### src/sv/dhoat_pkg.sv
// Shared types and constants for the double hash open address table.
package dhoat_pkg;

	localparam int KEY_W = 32;
	localparam int VAL_W = 32;
	localparam int SIZE_W = 11;
	localparam int LIVE_W = 11;
	localparam int DCNT_W = 6;
	localparam logic [SIZE_W-1:0] DEFAULT_SIZE = 11'd1021;
	localparam int MIN_SIZE = 3;

	localparam logic [1:0] OP_INSERT = 2'd0;
	localparam logic [1:0] OP_REMOVE = 2'd1;
	localparam logic [1:0] OP_GET = 2'd2;

	localparam logic [2:0] ST_INSERTED = 3'd0;
	localparam logic [2:0] ST_UPDATED = 3'd1;
	localparam logic [2:0] ST_REMOVED = 3'd2;
	localparam logic [2:0] ST_FOUND = 3'd3;
	localparam logic [2:0] ST_NOT_FOUND = 3'd4;
	localparam logic [2:0] ST_FULL = 3'd5;

	typedef struct packed {
		logic [1:0]       opcode;
		logic [KEY_W-1:0] key;
		logic [VAL_W-1:0] value_in;
	} req_t;

	typedef struct packed {
		logic [2:0]        status;
		logic [VAL_W-1:0]  value_out;
		logic [LIVE_W-1:0] live_count;
	} rsp_t;

	typedef struct packed {
		logic             active;
		logic [KEY_W-1:0] key;
		logic [VAL_W-1:0] value;
	} entry_t;

	typedef enum logic [2:0] {
		S_CLEAR,
		S_IDLE,
		S_DIV,
		S_READ,
		S_CHECK,
		S_DONE
	} state_t;

	typedef struct packed {
		logic load;
		logic div_step;
		logic seed;
		logic rd;
		logic chk;
		logic clr;
		logic finish;
	} cmd_t;

	typedef struct packed {
		logic clr_done;
		logic div_done;
		logic probe_end;
	} sts_t;

endpackage

### src/sv/dhoat_ctrl.sv
// Controller state machine: clear sweep, remainder run, probe walk and result handoff.
module dhoat_ctrl (
	input  logic            clk,
	input  logic            arst_n,
	input  logic            req_valid,
	output logic            req_ready,
	output logic            rsp_valid,
	input  logic            rsp_ready,
	input  dhoat_pkg::sts_t sts,
	output dhoat_pkg::cmd_t cmd
);

	dhoat_pkg::state_t state_q;
	dhoat_pkg::state_t state_d;
	logic              rsp_valid_q;

	// Advance state
	always_ff @(posedge clk or negedge arst_n) begin
		if (!arst_n) begin
			state_q <= dhoat_pkg::S_CLEAR;
		end else begin
			state_q <= state_d;
		end
	end

	// Next state
	always_comb begin
		state_d = state_q;
		unique case (state_q)
			dhoat_pkg::S_CLEAR: if (sts.clr_done) state_d = dhoat_pkg::S_IDLE;
			dhoat_pkg::S_IDLE:  if (req_valid) state_d = dhoat_pkg::S_DIV;
			dhoat_pkg::S_DIV:   if (sts.div_done) state_d = dhoat_pkg::S_READ;
			dhoat_pkg::S_READ:  state_d = dhoat_pkg::S_CHECK;
			dhoat_pkg::S_CHECK: state_d = sts.probe_end ? dhoat_pkg::S_DONE : dhoat_pkg::S_READ;
			dhoat_pkg::S_DONE:  if (!rsp_valid_q || rsp_ready) state_d = dhoat_pkg::S_IDLE;
			default:            state_d = dhoat_pkg::S_CLEAR;
		endcase
	end

	// Commands
	always_comb begin
		cmd       = '0;
		req_ready = 1'b0;
		unique case (state_q)
			dhoat_pkg::S_CLEAR: cmd.clr = 1'b1;
			dhoat_pkg::S_IDLE: begin
				req_ready = 1'b1;
				cmd.load  = req_valid;
			end
			dhoat_pkg::S_DIV: begin
				cmd.div_step = !sts.div_done;
				cmd.seed     = sts.div_done;
			end
			dhoat_pkg::S_READ:  cmd.rd = 1'b1;
			dhoat_pkg::S_CHECK: cmd.chk = 1'b1;
			dhoat_pkg::S_DONE:  cmd.finish = !rsp_valid_q || rsp_ready;
			default:            cmd = '0;
		endcase
	end

	// Result valid: set on finish, drop when taken
	always_ff @(posedge clk or negedge arst_n) begin
		if (!arst_n) begin
			rsp_valid_q <= 1'b0;
		end else if (cmd.finish) begin
			rsp_valid_q <= 1'b1;
		end else if (rsp_ready) begin
			rsp_valid_q <= 1'b0;
		end
	end

	assign rsp_valid = rsp_valid_q;

endmodule

### config.mk
export PLATFORM = sky130hd
export DESIGN_NAME = dhoat_ctrl
export DESIGN_NICKNAME = d
export VERILOG_FILES = /design/src/sv/dhoat_pkg.sv /design/src/sv/dhoat_ctrl.sv
export SDC_FILE = /design/constraint.sdc
export NUM_CORES = 1
export LEC_CHECK = 0
export BUFFER_PORTS_ARGS = -buffer_cell sky130_fd_sc_hd__buf_2
export CORE_AREA = 3 3 40 42
export CTS_CLUSTER_DIAMETER = 40
export DETAILED_ROUTE_END_ITERATION = 7
export DIE_AREA = 0 0 43 45
export SLEW_MARGIN = 0
export SYNTH_ARGS = -nofsm -noshare
export SYNTH_HDL_FRONTEND = slang
export SYNTH_SLANG_ARGS = --single-unit
### constraint.sdc
create_clock -name clk -period 2.5 [get_ports clk]
set_input_delay 0.375 -clock clk [delete_from_list [all_inputs] [get_ports clk]]
set_output_delay 0.375 -clock clk [all_outputs]
set_load 0.005 [all_outputs]
; ---- Yosys cells after proc, flatten, opt, wreduce, memory -nomap -nowiden
; Cells that the tools add are included.
[word_totals]
inputBits = 7
ff_bits = 4
output_inout_bits = 9
word_cells = 32
[op_classes]
mux = 15
n_reduce_logical = 6
eq_ne = 9
[op_table]
columns = operator, count
row1 = 3-bit case mux with 6 select lines, 1
row2 = 3-bit two-way mux, 5
row3 = 1-bit two-way mux, 8
row4 = "2-bit != test, second input constant", 4
row5 = "3-bit by 2-bit == test with 1-bit output, second input constant", 2
row6 = "3-bit == test, second input constant", 2
row7 = 4-bit AND reduction, 1
row8 = "3-bit by 1-bit == test with 1-bit output, second input constant", 1
row9 = 3-bit zero test, 1
row10 = 1-bit zero test, 2
row11 = 2-bit two-way mux, 1
row12 = 2-bit nonzero test, 1
row13 = 1-bit logical OR, 1

; ---- Longest topological paths before layout
; Gate-level depths: netlist of the first run.
[depth]
word_depth = 4
mapped_depth = 4
depth_no_buf = 3

; ---- Worst setup path before layout of the first run
; No wires, ideal clock.
[synth_timing]
path_type = register -> output
startpoint = register state_q[2]
endpoint = output cmd[5] (netlist bit)
t_arrival_ps = 963
path_buffers = 1
required_time_ps = 2125
setup_slack_ps = 1162
path_stages_with_launch = 4
path_cell_list = dfrtp_1 buf_2 nor3b_1 nor2b_1
[synth_lines]
columns = element, line_no
row1 = "start, declared", dhoat_ctrl.sv:13  ; dhoat_pkg::state_t state_q;
row2 = "start signal, assigned", dhoat_ctrl.sv:20  ; state_q <= dhoat_pkg::S_CLEAR;
row3 = "start signal, assigned", dhoat_ctrl.sv:22  ; state_q <= state_d;
row4 = "end, declared", dhoat_ctrl.sv:10  ; output dhoat_pkg::cmd_t cmd

==> results of run 1 <==
cell families after synthesis:
group | count (synthesis) | share of synthesized area
buffers and inverters | 5 | 0.09863
AND/OR/NAND/NOR | 16 | 0.4260
AO/OA/AOI/OAI | 6 | 0.1166
flip-flops | 4 | 0.3588
worst max-delay path, cell delays in order, from the launching register on:
cell and delay (ps):
dfrtp_1 500, nor3b_1 380, nor2b_1 180, buf_2 120
worst max-delay path by stage:
stage                     cells after the start  slack [ps]      to
after global placement                        3        1030  cmd[5]
after global routing                          3         620  cmd[4]
after detailed placement                      3         990  cmd[5]
after floorplan                               3        1160  cmd[5]
final                                         3         720  cmd[5]
after CTS                                     3         720  cmd[5]
through the flow:
stage / hold WS (ps) / utilization / power, mW / cell area, sq um / worst slack [ps]
final: 368.0 / 0.3028 / 0.4121 / 389.1 / 723.0
after global routing: 374.3 / 0.3028 / 0.4580 / 389.1 / 615.7
after CTS: 362.5 / 0.3028 / 0.4225 / 389.1 / 716.6
after detailed placement: 182.1 / 0.2775 / 0.3364 / 356.6 / 992.8
after global placement: 181.6 / 0.2775 / 0.3361 / 356.6 / 1031
after floorplan: 79.41 / - / 0.2815 / 279.0 / 1162
layer usage:
metal	global-route usage	vias up	part of all wire
met4	0.03614	0	0
met1	0.1029	117	0.51
met3	0.05976	0	0.11
met5	0	-	0
met2	0.09581	18	0.38
li1	-	140	-
flip-flops by register name, summed over array words and instances (netlist names):
| register | flops |
|---|---|
| rsp_valid | 1 |
| state_q | 3 |
timing repair:
item                      in CTS  in global routing
hold endpoints to repair       4                  0
resized for setup              0                  0
hold buffers                   1                  0
power by group:
group	internal [mW]	switching [mW]
Clock	0.0535	0.0234
Combinational	0.109	0.0710
Sequential	0.0938	0.0612
final cells by class:
type	instances	area, sq um	share of cell area
clock buffer	3	22.52	0.05788
inverter	3	11.26	0.02894
timing repair buffer	16	85.08	0.2186
multi-input combinational	22	151.4	0.3891
sequential	4	100.1	0.2572
tap	15	18.77	0.04823
Yosys cell counts:
library cell | n | share of area
nor4b_1 | 1 | 0.031
nor2b_1 | 2 | 0.045
o21ai_0 | 3 | 0.054
and4bb_2 | 1 | 0.045
or3_1 | 1 | 0.022
inv_1 | 3 | 0.040
nor3b_4 | 1 | 0.067
nor3_1 | 1 | 0.018
and2_1 | 3 | 0.067
nand2_1 | 1 | 0.013
nand3b_1 | 1 | 0.027
buf_6 | 1 | 0.040
nand3_1 | 1 | 0.018
dfrtp_1 | 4 | 0.36
a21oi_1 | 2 | 0.036
nor3b_1 | 1 | 0.027
and2_4 | 1 | 0.031
buf_2 | 1 | 0.018
nor2_1 | 1 | 0.013
a22oi_1 | 1 | 0.027
==> impl_metrics.tcl, run 1 <==
set metrics [dict create \
    status "complete, no violations" \
    filler_cell_count 144 \
    insertion_delay_ps 230 \
    cp_data_arrival_time_ps 1400 \
    rsz0062_at_grt "false" \
    io_pins 16 \
    syn_avg_cell_area_sq_um 9.001 \
    ys_seq_elements 4 \
    crit_fanout 9 \
    r2r_start "state_q[0]" \
    dieArea_sq_um 1935 \
    hold_path_end "rsp_valid" \
    antenna_found_initial 0 \
    grt_usage 0.07956 \
    reg2reg_depth 3 \
    critical_path_class "flip-flop to primary output" \
    worst_pin_slew_ps 359.3 \
    postCtsSetupBuffers 0 \
    cp.required_ps 2120 \
    synth_cells 31 \
    crit_path_end_kind "primary output" \
    placed_cells 59 \
    syn_area_sq_um 279.0 \
    syn_nets 38 \
    die_h_um 45 \
    grt_pass1_vias 279 \
    yosysSeqAreaShare 0.3587 \
    start_util 0.2171 \
    finalMaxSlewViolations 0 \
    vias 275 \
    p_per_area_nw_per_um2 1059 \
    leakagePower_nw 0.2069 \
    drt_pass1_iterations 4 \
    die_w_um 43 \
    maxCapViolCount 0 \
    vias_per_cell 4.365 \
    final.setup_skew_ps 2.335 \
    hold_violations 0 \
    area_growth_syn_to_layout_pct 39.46 \
    routed_wl_um 596 \
    cts_tree "built" \
    hold_depth 2 \
    final_common_cell "buf_2" \
    post-route-period-util 0.7108 \
    ant_nets 0 \
    cts-buffers-inserted 3 \
    grt_first_pass_wirelength_mm 1.090 \
    post-route-min-period_ps 1777 \
    n_antenna_cell 0 \
    grt_overflow 0 \
    htree_levels 1 \
    port_buffers 15 \
    place.gp.congestion 0.6435 \
    core_area_sq_um 1285 \
    dpl.hpwl_um 453.7 \
    ys_warn_count 0 \
    hold_path_class "input port to flip-flop" \
    fmax_mhz 562.8 \
    rr_endpoint "state_q[1]" \
    final_cell_mix "buf_2 (15), dfrtp_1 (4)" \
    slew_headroom 0.7599 \
    drc 0 \
    nNetsFinal 57 \
    rrSetupSlack_ps 1230 \
    grt_max_degree 11 \
    path_clk_slew_ps 40 \
    ys_types 20 \
    drive_gt1_frac 0.4375 \
    startpoint_type "flip-flop" \
    clkSinkCount 4 \
    setup_tns_ps 0 \
    setup_viol 0 \
    drt_iter0_markers 2 \
    cts_buffer_depth 2 \
    startpoint "state_q[1]" \
    wl_per_cell_um 9.460 \
    cts_root_buffer "clkbuf_4" \
    peakVddDrop_v 0.0004293 \
    finalNonFillerCells 63 \
    min-delay-start "rsp_ready" \
    num_rows 13 \
]
Note: power is estimated with default switching activity, not from simulation.
==> run 2, diff against run 1 <==
Clock period 2.5 ns to 1.55 ns, I/O delays scaled along.
==> run 2 against run 1 <==
Compared with the run above: via count shrank 0.36%; first-iteration DRC count stayed put; power grew 71%; cell count unchanged; clock-buffer cell count unchanged; core utilization grew 1.2 points; die area is the same; global-route usage did not move; hold slack got worse by 150 ps; sequential power is 76% higher; sequential share of layout area about the same; non-clock buffer count did not move; largest power group unchanged.
==> impl_metrics.tcl, run 2 (synthesis results as in run 1) <==
set metrics [dict create \
    cts_root_buffer "clkbuf_4" \
    grt_first_pass_wirelength_mm 1.090 \
    drive_gt1_frac 0.5208 \
    n_antenna_cell 0 \
    leakagePower_nw 0.2059 \
    area_growth_syn_to_layout_pct 44.84 \
    top_register "state_q" \
    port_buffers 15 \
    cts_tree "built" \
    wl_per_cell_um 9.810 \
    slew_headroom 0.8366 \
    clkSinkCount 4 \
    postCtsSetupBuffers 0 \
    io_pins 16 \
    antenna_found_initial 0 \
    cp_slowest_cell "dfrtp_2" \
    start_util 0.2171 \
    fmax_mhz 682.0 \
    grt_usage 0.07956 \
    final_common_cell "buf_2" \
    final.setup_skew_ps 5.323 \
    regArea_sq_um 103.9 \
    cpPeakStageDelay_ps 480 \
    cts_buffer_depth 2 \
    setup_viol 0 \
    post-route-period-util 0.9460 \
    filler_cell_count 145 \
    core_area_sq_um 1285 \
    cp.required_ps 1320 \
    p_total_mw 0.7051 \
    setup_tns_ps 0 \
    maxCapViolCount 0 \
    dieArea_sq_um 1935 \
    multi_input_area_sq_um 162.7 \
    crit_path_cell_trace "nor3b_4 > nor2b_1 > buf_2" \
    vias 274 \
    grt_max_degree 11 \
    critical_path_class "flip-flop to primary output" \
    cp_data_arrival_time_ps 1230 \
    die_w_um 43 \
    insertion_delay_ps 230 \
    crit_fanout 10 \
    peakVddDrop_v 0.0006506 \
    ant_nets 0 \
    grt_pass1_vias 283 \
    nNetsFinal 57 \
    p_per_area_nw_per_um2 1745 \
    place.gp.congestion 0.6435 \
    finalMaxSlewViolations 0 \
    drt_iter0_markers 2 \
    path_clk_slew_ps 40 \
    routed_wl_um 618 \
    hold_path_class "input port to flip-flop" \
    status "complete, no violations" \
    startpoint_type "flip-flop" \
    vias_per_cell 4.349 \
    num_rows 13 \
    worst_pin_slew_ps 241.7 \
    post-route-min-period_ps 1466 \
    die_h_um 45 \
    hold_violations 0 \
    utilization 0.3145 \
    drc 0 \
    dpl.hpwl_um 453.7 \
    crit_path_end_kind "primary output" \
    htree_levels 1 \
    rsz0062_at_grt "false" \
    grt_overflow 0 \
    cts-buffers-inserted 3 \
    drt_pass1_iterations 4 \
    largest_reg_flops 3 \
]
==> run 2: final timing paths <==
kind | endpoint | start | cells after the start | slack [ps]
min in group asynchronous | rsp_valid | arst_n | 2 | 330
hold / removal | rsp_valid | rsp_ready | 2 | 220
setup reg to reg | state_q[1] | state_q[0] | 3 | 300
hold reg to reg | rsp_valid | rsp_valid | 2 | 570
setup / recovery | cmd[5] | state_q[2] | 3 | 80
max in group asynchronous | state_q[1] | arst_n | 2 | 1090
==> run 2: layer usage <==
layer,part of all wire,track usage
met1,0.50,0.1005
met2,0.40,0.09880
met3,0.10,0.05976
met4,0,0.03614
met5,0,0
==> run 2: stage by stage <==
step | hold slack, ps | area, sq um | instances | worst slack [ps]
after floorplan | -63.09 | 279.0 | 31 | 311.6
after global placement | 39.12 | 356.6 | 59 | 223.5
after detailed placement | 39.57 | 356.6 | 59 | 185.3
after CTS | 220.0 | 394.1 | 63 | 12.42
after global routing | 229.7 | 404.1 | 63 | 2.170
final | 222.0 | 404.1 | 63 | 83.75
==> run 2: layout make-up <==
| class | count | share of cell area |
|---|---|---|
| multi-input cells | 22 | 0.4025 |
| flip-flops and latches | 4 | 0.2570 |
| repair buffers | 16 | 0.2105 |
| clock buffers | 3 | 0.05573 |
| well taps | 15 | 0.04644 |
| inverters | 3 | 0.02786 |
==> run 2: timing repair <==
item                                    CTS  global route
endpoints found under the setup margin    2             3
pin swaps                                 0             1
gates cloned                              0             0
hold buffers                              1             0
hold endpoints to repair                  4             0
gates resized for setup                   1             4
==> run 2: where the power goes <==
group / leakage, nW / total (mW) / internal [mW] / switching (mW)
Sequential: 0.0480 / 0.273 / 0.159 / 0.114
Clock: 0.0138 / 0.126 / 0.0864 / 0.0399
Combinational: 0.144 / 0.306 / 0.189 / 0.116
==> run 2: critical path: cells and delay by family, from the launching register on <==
kind                   cells  cell delay [ps]
buffers and inverters      1              110
DFF                        1              480
and+or+nand+nor            2              400
